<file path="src/rtl/core/lcg_lagged_fib_bounded_rng_core_defines.svh">
// Assertion macros shared by the generator RTL
`ifndef LCG_LAGGED_FIB_BOUNDED_RNG_CORE_DEFINES_SVH
`define LCG_LAGGED_FIB_BOUNDED_RNG_CORE_DEFINES_SVH
// clocked check, masked while in reset
`define LFB_ASSERT(label, prop, msg) \
  label: assert property (@(posedge clk) disable iff (!rst_n) (prop)) else $error(msg);
// clocked check that also holds through reset
`define LFB_ASSERT_ALWAYS(label, prop, msg) \
  label: assert property (@(posedge clk) (prop)) else $error(msg);
`endif

</file>
<file path="src/rtl/core/lfb_pkg.sv">
// Shared types, constants and functions of the bounded generator
package lfb_pkg;
  localparam int TABLE_DEPTH_DEF = 63;
  localparam int SEED_ROUNDS = 10;
  localparam int RETRY_W = 20;
  localparam int DIV_W = 29;
  localparam int VAL_W = 28;
  localparam logic [31:0] LCG_MUL = 32'd1103515245;
  localparam logic [31:0] LCG_ADD = 32'd12345;
  localparam logic [31:0] SPAN28 = 32'h1000_0000;

  typedef enum logic [1:0] {
    CMD_DRAW = 2'd0,
    CMD_SEED = 2'd1,
    CMD_LOAD = 2'd2,
    CMD_NOP  = 2'd3
  } cmd_t;

  typedef enum logic [1:0] {
    RES_ZERO = 2'd0,
    RES_ERR  = 2'd1,
    RES_VAL  = 2'd2
  } res_kind_t;

  typedef struct packed {
    logic      cap_in;
    logic      load_lcg;
    logic      div_start_n;
    logic      div_start_q;
    logic      div_step;
    logic      latch_n;
    logic      lcg_adv;
    logic      tbl_rd;
    logic      tbl_wr;
    logic      fill_start;
    logic      fill_step;
    logic      res_load;
    res_kind_t res_kind;
  } dp_cmd_t;

  typedef struct packed {
    cmd_t cmd;
    logic big;
    logic small_m;
    logic quick;
    logic div_done;
    logic accept;
    logic fill_last;
  } dp_stat_t;

  function automatic logic [31:0] lcg_next(input logic [31:0] x);
    logic [31:0] p;
    p = x * LCG_MUL;
    return p + LCG_ADD;
  endfunction
endpackage

</file>
<file path="src/rtl/core/lfb_ram.sv">
// Generic single-write, single-read RAM with registered read
module lfb_ram #(
  parameter int W = 32,
  parameter int D = 64
) (
  input  logic                 clk,
  input  logic                 we,
  input  logic [$clog2(D)-1:0] waddr,
  input  logic [W-1:0]         wdata,
  input  logic [$clog2(D)-1:0] raddr,
  output logic [W-1:0]         rdata
);
  logic [W-1:0] mem [D];
  logic [W-1:0] rdata_r;

  always_ff @(posedge clk) begin
    if (we) begin
      mem[waddr] <= wdata;
    end
    rdata_r <= mem[raddr];
  end

  assign rdata = rdata_r;
endmodule

</file>
<file path="src/rtl/core/lfb_dpath.sv">
// Datapath: LCG, lagged table, shared divider, result register
module lfb_dpath #(
  parameter int TABLE_DEPTH = lfb_pkg::TABLE_DEPTH_DEF
) (
  input  logic             clk,
  input  logic             rst_n,
  input  logic [39:0]      in_data,
  input  logic             cfg_we,
  input  logic             cfg_wdata,
  input  lfb_pkg::dp_cmd_t cmd,
  output lfb_pkg::dp_stat_t stat,
  output logic [31:0]      out_data
);
  localparam int PW = $clog2(TABLE_DEPTH);
  localparam int DW = lfb_pkg::DIV_W;
  localparam int CW = $clog2(DW + 1);

  logic              quick_r;
  logic [1:0]        cmd_r;
  logic [31:0]       op_r;
  logic [31:0]       lcg_r;
  logic [31:0]       rnd_r;
  logic [31:0]       here_r;
  logic [31:0]       fill_r;
  logic [PW-1:0]     place_r, nxt_r, idx_r;
  logic [TABLE_DEPTH-1:0] valid_r;
  logic [DW-1:0]     n_r, rem_r, quo_r, dvd_r, dsr_r;
  logic [CW-1:0]     cnt_r;
  logic [27:0]       val_r;
  logic              err_r;

  logic [PW-1:0]     nxt;
  logic [31:0]       rdata, sum, lcg_o, wdata;
  logic [PW-1:0]     waddr;
  logic              we;
  logic [DW:0]       rem_sh;
  logic              ge;
  logic [DW:0]       rem_sub;

  assign nxt = (place_r == PW'(TABLE_DEPTH - 1)) ? '0 : place_r + 1'b1;
  assign sum = (valid_r[nxt_r] ? rdata : 32'd0) + here_r;
  assign lcg_o = lfb_pkg::lcg_next(cmd.fill_step ? fill_r : lcg_r);
  assign we = cmd.tbl_wr | cmd.fill_step;
  assign waddr = cmd.fill_step ? idx_r : nxt_r;
  assign wdata = cmd.fill_step ? fill_r : sum;

  assign rem_sh = {rem_r, dvd_r[DW-1]};
  assign ge = rem_sh >= {1'b0, dsr_r};
  assign rem_sub = rem_sh - {1'b0, dsr_r};

  lfb_ram #(.W(32), .D(TABLE_DEPTH)) u_ram (
    .clk   (clk),
    .we    (we),
    .waddr (waddr),
    .wdata (wdata),
    .raddr (nxt),
    .rdata (rdata)
  );

  always_ff @(posedge clk) begin
    if (!rst_n) begin
      quick_r <= 1'b1;
      lcg_r <= '0;
      here_r <= '0;
      place_r <= '0;
      valid_r <= '0;
      cnt_r <= '0;
    end else begin
      if (cfg_we) begin
        quick_r <= cfg_wdata;
      end
      if (cmd.load_lcg) begin
        lcg_r <= op_r;
      end
      if (cmd.lcg_adv) begin
        lcg_r <= lcg_o;
      end
      if (cmd.tbl_wr) begin
        here_r <= sum;
        place_r <= nxt_r;
      end
      if (cmd.fill_step && idx_r == place_r) begin
        here_r <= fill_r;
      end
      if (we) begin
        valid_r[waddr] <= 1'b1;
      end
      if (cmd.div_start_n || cmd.div_start_q) begin
        cnt_r <= CW'(DW);
      end else if (cmd.div_step && cnt_r != '0) begin
        cnt_r <= cnt_r - 1'b1;
      end
    end
  end

  always_ff @(posedge clk) begin
    if (cmd.cap_in) begin
      cmd_r <= in_data[1:0];
      op_r <= in_data[33:2];
    end
    if (cmd.lcg_adv) begin
      rnd_r <= lcg_o;
    end
    if (cmd.tbl_wr) begin
      rnd_r <= sum;
    end
    if (cmd.tbl_rd) begin
      nxt_r <= nxt;
    end
    if (cmd.fill_start) begin
      fill_r <= op_r;
      idx_r <= '0;
    end
    if (cmd.fill_step) begin
      fill_r <= lcg_o;
      idx_r <= idx_r + 1'b1;
    end
    if (cmd.div_start_n) begin
      dvd_r <= DW'(lfb_pkg::SPAN28);
      dsr_r <= op_r[DW-1:0];
      rem_r <= '0;
    end else if (cmd.div_start_q) begin
      dvd_r <= {1'b0, rnd_r[31:4]};
      dsr_r <= n_r;
      rem_r <= '0;
    end else if (cmd.div_step && cnt_r != '0) begin
      rem_r <= ge ? rem_sub[DW-1:0] : rem_sh[DW-1:0];
      quo_r <= {quo_r[DW-2:0], ge};
      dvd_r <= {dvd_r[DW-2:0], 1'b0};
    end
    if (cmd.latch_n) begin
      n_r <= quo_r;
    end
    if (cmd.res_load) begin
      val_r <= (cmd.res_kind == lfb_pkg::RES_VAL) ? quo_r[27:0] : '0;
      err_r <= (cmd.res_kind == lfb_pkg::RES_ERR);
    end
  end

  assign stat.cmd = lfb_pkg::cmd_t'(cmd_r);
  assign stat.big = op_r > lfb_pkg::SPAN28;
  assign stat.small_m = op_r <= 32'd1;
  assign stat.quick = quick_r;
  assign stat.div_done = cnt_r == '0;
  assign stat.accept = {3'b0, quo_r} < op_r;
  assign stat.fill_last = idx_r == PW'(TABLE_DEPTH - 1);
  assign out_data = {3'b0, err_r, val_r};
endmodule

</file>
<file path="src/rtl/core/lfb_ctrl.sv">
// Controller state machine of the bounded generator
`include "lcg_lagged_fib_bounded_rng_core_defines.svh"
module lfb_ctrl #(
  parameter int TABLE_DEPTH = lfb_pkg::TABLE_DEPTH_DEF
) (
  input  logic              clk,
  input  logic              rst_n,
  input  logic              in_tvalid,
  output logic              in_tready,
  output logic              out_tvalid,
  input  logic              out_tready,
  input  lfb_pkg::dp_stat_t stat,
  output lfb_pkg::dp_cmd_t  cmd
);
  localparam int MIX_N = TABLE_DEPTH * lfb_pkg::SEED_ROUNDS;
  localparam int MW = $clog2(MIX_N);

  typedef enum logic [3:0] {
    S_IDLE, S_DEC, S_NDIV, S_ADV, S_TWR, S_QSTART, S_QDIV,
    S_FILL, S_MRD, S_MWR, S_DONE
  } state_t;

  state_t                   state_r, state_nxt;
  lfb_pkg::res_kind_t       kind_r, kind_nxt;
  logic [lfb_pkg::RETRY_W-1:0] retry_r, retry_nxt;
  logic [MW-1:0]            mix_r, mix_nxt;
  logic                     out_valid_r, out_valid_nxt;

  always_comb begin
    state_nxt = state_r;
    kind_nxt = kind_r;
    retry_nxt = retry_r;
    mix_nxt = mix_r;
    out_valid_nxt = out_valid_r & ~out_tready;
    cmd = '0;
    cmd.res_kind = kind_r;
    unique case (state_r)
      S_IDLE: begin
        if (in_tvalid) begin
          cmd.cap_in = 1'b1;
          retry_nxt = '0;
          state_nxt = S_DEC;
        end
      end
      S_DEC: begin
        kind_nxt = lfb_pkg::RES_ZERO;
        state_nxt = S_DONE;
        unique case (stat.cmd)
          lfb_pkg::CMD_DRAW: begin
            if (stat.big) begin
              kind_nxt = lfb_pkg::RES_ERR;
            end else if (!stat.small_m) begin
              cmd.div_start_n = 1'b1;
              state_nxt = S_NDIV;
            end
          end
          lfb_pkg::CMD_SEED: begin
            cmd.fill_start = 1'b1;
            state_nxt = S_FILL;
          end
          lfb_pkg::CMD_LOAD: cmd.load_lcg = 1'b1;
          default: ;
        endcase
      end
      S_NDIV: begin
        cmd.div_step = 1'b1;
        if (stat.div_done) begin
          cmd.latch_n = 1'b1;
          state_nxt = S_ADV;
        end
      end
      S_ADV: begin
        if (stat.quick) begin
          cmd.lcg_adv = 1'b1;
          state_nxt = S_QSTART;
        end else begin
          cmd.tbl_rd = 1'b1;
          state_nxt = S_TWR;
        end
      end
      S_TWR: begin
        cmd.tbl_wr = 1'b1;
        state_nxt = S_QSTART;
      end
      S_QSTART: begin
        cmd.div_start_q = 1'b1;
        state_nxt = S_QDIV;
      end
      S_QDIV: begin
        cmd.div_step = 1'b1;
        if (stat.div_done) begin
          priority if (stat.accept) begin
            kind_nxt = lfb_pkg::RES_VAL;
            state_nxt = S_DONE;
          end else if (&retry_r) begin
            kind_nxt = lfb_pkg::RES_ZERO;
            state_nxt = S_DONE;
          end else begin
            retry_nxt = retry_r + 1'b1;
            state_nxt = S_ADV;
          end
        end
      end
      S_FILL: begin
        cmd.fill_step = 1'b1;
        if (stat.fill_last) begin
          mix_nxt = '0;
          state_nxt = S_MRD;
        end
      end
      S_MRD: begin
        cmd.tbl_rd = 1'b1;
        state_nxt = S_MWR;
      end
      S_MWR: begin
        cmd.tbl_wr = 1'b1;
        if (mix_r == MW'(MIX_N - 1)) begin
          state_nxt = S_DONE;
        end else begin
          mix_nxt = mix_r + 1'b1;
          state_nxt = S_MRD;
        end
      end
      S_DONE: begin
        if (!out_valid_r || out_tready) begin
          cmd.res_load = 1'b1;
          out_valid_nxt = 1'b1;
          state_nxt = S_IDLE;
        end
      end
      default: state_nxt = S_IDLE;
    endcase
  end

  always_ff @(posedge clk) begin
    if (!rst_n) begin
      state_r <= S_IDLE;
      kind_r <= lfb_pkg::RES_ZERO;
      retry_r <= '0;
      mix_r <= '0;
      out_valid_r <= 1'b0;
    end else begin
      state_r <= state_nxt;
      kind_r <= kind_nxt;
      retry_r <= retry_nxt;
      mix_r <= mix_nxt;
      out_valid_r <= out_valid_nxt;
    end
  end

  assign in_tready = state_r == S_IDLE;
  assign out_tvalid = out_valid_r;

  `LFB_ASSERT(a_accept_decodes, in_tvalid && in_tready |=> state_r == S_DEC, "no decode")
  `LFB_ASSERT(a_idle_retry_clear, state_r == S_DEC |-> retry_r == '0, "retry not cleared")
  `LFB_ASSERT(a_done_holds, state_r == S_DONE && out_valid_r && !out_tready |=> state_r == S_DONE, "result dropped")
  `LFB_ASSERT_ALWAYS(a_reset_idle, !rst_n |=> state_r == S_IDLE && !out_valid_r, "reset state")
endmodule

</file>
<file path="src/rtl/core/lcg_lagged_fib_bounded_rng_core.sv">
// Bounded generator with LCG and additive lagged table engines
// To out_tvalid: load/unused/trivial draw goes from decode straight to done; a draw
// finds n, then per attempt steps the LCG or table and divides (shared 29-step
// bit-serial divider for n and quotient). Seed: fill, then mix (one RAM port pair).
// One word in flight; a finished result waits in the output register.
// Reset: synchronous rst_n, quick_mode=1, LCG 0, table reads as zero, place 0.
module lcg_lagged_fib_bounded_rng_core #(
  parameter int TABLE_DEPTH = lfb_pkg::TABLE_DEPTH_DEF
) (
  input  logic        clk,
  input  logic        rst_n,
  input  logic        in_tvalid,
  output logic        in_tready,
  input  logic [39:0] in_tdata,   // cmd[1:0], operand[33:2], zero pad
  output logic        out_tvalid,
  input  logic        out_tready,
  output logic [31:0] out_tdata,  // drawn value[27:0], range_error[28], zero pad
  input  logic        cfg_we,
  input  logic        cfg_wdata
);
  lfb_pkg::dp_cmd_t  cmd;
  lfb_pkg::dp_stat_t stat;

  lfb_ctrl #(.TABLE_DEPTH(TABLE_DEPTH)) u_ctrl (
    .clk        (clk),
    .rst_n      (rst_n),
    .in_tvalid  (in_tvalid),
    .in_tready  (in_tready),
    .out_tvalid (out_tvalid),
    .out_tready (out_tready),
    .stat       (stat),
    .cmd        (cmd)
  );

  lfb_dpath #(.TABLE_DEPTH(TABLE_DEPTH)) u_dpath (
    .clk       (clk),
    .rst_n     (rst_n),
    .in_data   (in_tdata),
    .cfg_we    (cfg_we),
    .cfg_wdata (cfg_wdata),
    .cmd       (cmd),
    .stat      (stat),
    .out_data  (out_tdata)
  );
endmodule
</file>
<file path="config.mk">
export PLATFORM = sky130hd
export DESIGN_NAME = lcg_lagged_fib_bounded_rng_core
export DESIGN_NICKNAME = d
export VERILOG_FILES = /design/src/rtl/core/lfb_pkg.sv /design/src/rtl/core/lfb_ram.sv /design/src/rtl/core/lfb_dpath.sv /design/src/rtl/core/lfb_ctrl.sv /design/src/rtl/core/lcg_lagged_fib_bounded_rng_core.sv
export VERILOG_INCLUDE_DIRS = /design/src /design/src/rtl/core
export SDC_FILE = /design/constraint.sdc
export NUM_CORES = 2
export LEC_CHECK = 0
export ABC_AREA = 0
export BUFFER_PORTS_ARGS = -buffer_cell sky130_fd_sc_hd__buf_2
export CAP_MARGIN = 40
export CORE_MARGIN = 2
export CORE_UTILIZATION = 47
export CTS_BUF_LIST = sky130_fd_sc_hd__clkbuf_2 sky130_fd_sc_hd__clkbuf_4 sky130_fd_sc_hd__clkbuf_8
export DETAILED_ROUTE_END_ITERATION = 7
export GPL_ROUTABILITY_DRIVEN = 0
export SETUP_SLACK_MARGIN = 0.5
export SYNTH_ARGS = -nofsm -noshare
export SYNTH_HDL_FRONTEND = slang
export SYNTH_SLANG_ARGS = --single-unit
</file>
<file path="constraint.sdc">
create_clock -name clk -period 20.7 [get_ports clk]
set_input_delay 2.07 -clock clk [delete_from_list [all_inputs] [get_ports clk]]
set_output_delay 2.07 -clock clk [all_outputs]
set_load 0.05 [all_outputs]
</file>
==> impl_metrics.json <==
{
  "combinationalPowerShare_pct": 37.3,
  "syn_area_sq_mm": 0.111,
  "finalNetCount": 9312,
  "die_w_um": 489,
  "numPortBuffers": 70,
  "insertion_delay_ns": 1.14,
  "floorplan.initialDensity_pct": 47.1,
  "fp.dieH_um": 489,
  "end_kind": "flip-flop",
  "fin_skew_ns": 0.127,
  "crit_slowest_cell": "dfxtp_1",
  "drc": 0,
  "drv_cap": 0,
  "switchingPower_mw": 6.56,
  "max_freq_mhz": 97.5,
  "cp_slowest_stage_delay_ns": 0.79,
  "htree_levels": 5,
  "crit_required_ns": 21.53,
  "grt_overflow": 0,
  "clock_path_buffers": 4,
  "rows": 178,
  "seq_area_sq_mm": 0.0725,
  "clock-root-buffer": "clkbuf_8",
  "antenna_found_initial": 13,
  "io_pins": 80,
  "cts_setup_buffers": 0,
  "finalSetupTns_ns": 0,
  "worstPathMaxFanout": 35,
  "r2r_start": "u_ctrl.state_r[1]",
  "holdPathEnd": "u_dpath.dvd_r[16]",
  "area_growth_pct": 11.6,
  "synthArstFlopShare_pct": 0,
  "fin_crit_ns": 10.25,
  "drt_iter0_drc": 8551,
  "power.density_mw_per_mm2": 138,
  "power_frac_seq_pct": 38.2,
  "relSlewSlack_pct": 33.9,
  "worst_pin_slew_ns": 0.992,
  "whs_path_depth": 2,
  "track_usage_pct": 27.0,
  "power_mw": 17.0,
  "path_class": "reg2reg",
  "routed_wl_mm": 329,
  "synth_top_area_share_pct": 60.8,
  "synth_area_leaders": "edfxtp_1 (61%), dfxtp_1 (4.8%), nand2_1 (4.6%), ha_1 (3.4%), fa_1 (3.3%)",
  "post_cts_resized": 0,
  "hold_class": "reg2reg",
  "synth_top_flop_cell": "edfxtp_1",
  "setup_viol": 0,
  "cts_made_buffers": 418,
  "yosysMostFrequentCell": "edfxtp_1",
  "fillCellCount": 19600,
  "grt_pass1_wl_mm": 478,
  "clock_sinks": 2504,
  "worstPathArrival_ns": 11.09,
  "netlist_instances": 8614,
  "clk_transition_reported_paths_ns": 0.06,
  "rsz0062_at_grt": "false",
  "power_leakage_nw": 44.4,
  "synth_common_cells": "edfxtp_1 (2,238), nand2_1 (1,364), nand3_1 (726), inv_1 (461), clkbuf_1 (392)",
  "power.internal_mw": 10.4,
  "synth_cell_type_count": 105,
  "vias_per_cell": 6.04,
  "final-hold-violation-count": 0,
  "hpwl_mm": 184,
  "multi_input_area_sq_mm": 0.0349,
  "crit_path_start_kind": "flip-flop",
  "ys_ff_latch": 2504,
  "swShare_pct": 38.6,
  "dr.pass1.iters": 8,
  "wl_per_cell_um": 26.8,
  "drive_above_1_share_pct": 12.6,
  "crit_path_frequent_cell": "fa_1",
  "grt_pass1_vias": 71900,
  "ant_nets": 0,
  "vias": 74100,
  "p_clk_share_pct": 24.6,
  "min-delay-start": "u_dpath.rnd_r[20]",
  "worstReg2RegEnd": "u_dpath.rnd_r[29]",
  "synth_edf_count": 2238,
  "grt_max_degree": 175,
  "avgSynthCellArea_sq_um": 12.8,
  "yosysTopAreaCell": "edfxtp_1",
  "cts_tree": "yes",
  "cts_hold_buf": 0,
  "yosysWarnings": 0,
  "reg2reg_depth": 29,
  "yosysSeqAreaShare_pct": 65.6,
  "fin_crit_sh_pct": 49.5,
  "slew_violations": 0,
  "regToRegSetupSlack_ns": 10.45,
  "outcome": "completed",
  "die_area_sq_mm": 0.239,
  "design.core.area_sq_mm": 0.235,
  "ir_drop_uv": 146
}
power by group through the flow:
stage,Sequential (mW),Clock (mW),Combinational [mW]
finish,6.48,4.17,6.33
global route,6.50,4.45,6.88
CTS,6.47,4.23,6.32
detailed placement,6.57,0,6.28
global placement,6.57,0,6.15
floorplan,6.53,0,3.87
worst max-delay path: cells and delay by family, from the launching register on:
family          cells  cell delay (ns)
flops               1             0.79
xor+xnor            1             0.51
buf+inv             6             1.57
compound gates      9             1.93
fa+ha+maj           9             4.17
simple gates        4             0.98
metal layers:
metal	routed length (um)	GRT usage, %
met2	153000	43.0
met1	134000	37.3
met4	10700	9.22
met3	30500	5.25
met5	13	0
cell type report:
class | count | share of cell area, %
sequential | 2504 | 58.8
inverter | 467 | 1.44
tap | 3150 | 3.19
clock buffer | 603 | 5.90
multi-input combinational | 5090 | 28.3
antenna | 13 | 0.0264
clock inverter | 128 | 0.452
timing repair buffer | 303 | 1.98
state kept, by name (all words and copies together) (netlist names), 32 cells and up:
register             cells
u_dpath.u_ram.mem     2016
u_dpath.valid_r         63
u_dpath.fill_r          32
u_dpath.here_r          32
u_dpath.lcg_r           32
u_dpath.op_r            32
u_dpath.u_ram.rdata     32
cell families after synthesis:
logic type	Yosys count	synth area share, %
AND/OR/NAND/NOR	2667	10.7
buffers and inverters	1022	3.63
other	1	0.00339
adder cells (fa/ha/maj)	482	6.69
AO/OA/AOI/OAI	1672	10.9
flip-flops	2504	65.6
multiplexers	118	1.30
XOR/XNOR	148	1.20
cell usage in the layout (no fill, tap or decap), types with 47 or more instances in the layout:
cell type,Yosys,final
a21o_1,54,54
a21oi_1,285,284
a22oi_1,49,49
a311oi_1,195,195
a31oi_1,88,88
and2_1,98,98
and3_1,53,53
buf_2,90,87
buf_4,4,187
clkbuf_4,0,163
clkbuf_8,0,440
clkinv_1,1,95
dfxtp_1,266,265
edfxtp_1,2238,2238
fa_1,182,182
ha_1,300,300
inv_1,461,459
mux2i_1,72,72
nand2_1,1364,1352
nand3_1,726,726
nor2_1,237,171
nor2_4,0,64
o21a_1,85,82
o21ai_0,203,182
o21ai_1,49,47
o221ai_1,378,378
o22ai_1,52,52
xnor2_1,81,81
xor2_1,64,64
metrics by stage:
| stage | instances | cell area [sq um] | worst slack [ns] | hold slack, ns | util, % |
|---|---|---|---|---|---|
| global placement | 11500 | 115000 | 10.61 | 0.437 | 49.0 |
| CTS | 12200 | 123000 | 10.63 | 0.393 | 52.6 |
| finish | 12300 | 123000 | 10.45 | 0.414 | 52.6 |
| global route | 12300 | 123000 | 10.02 | 0.445 | 52.6 |
| detailed placement | 11500 | 116000 | 10.59 | 0.444 | 49.3 |
| floorplan | 8616 | 111000 | 12.75 | 0.418 | - |
worst max path at each step:
stage / to / slack [ns] / startpoint / depth (start not counted)
floorplan: u_dpath.rnd_r[31] / 12.75 / u_ctrl.state_r[0] / 35
global placement: u_dpath.rnd_r[29] / 10.61 / u_ctrl.state_r[1] / 28
detailed placement: u_dpath.rnd_r[29] / 10.59 / u_ctrl.state_r[1] / 28
CTS: u_dpath.fill_r[31] / 10.63 / u_ctrl.state_r[1] / 28
global route: u_dpath.rnd_r[29] / 10.02 / u_ctrl.state_r[1] / 29
finish: u_dpath.rnd_r[29] / 10.45 / u_ctrl.state_r[1] / 29
(Power assumes the default switching activity.)
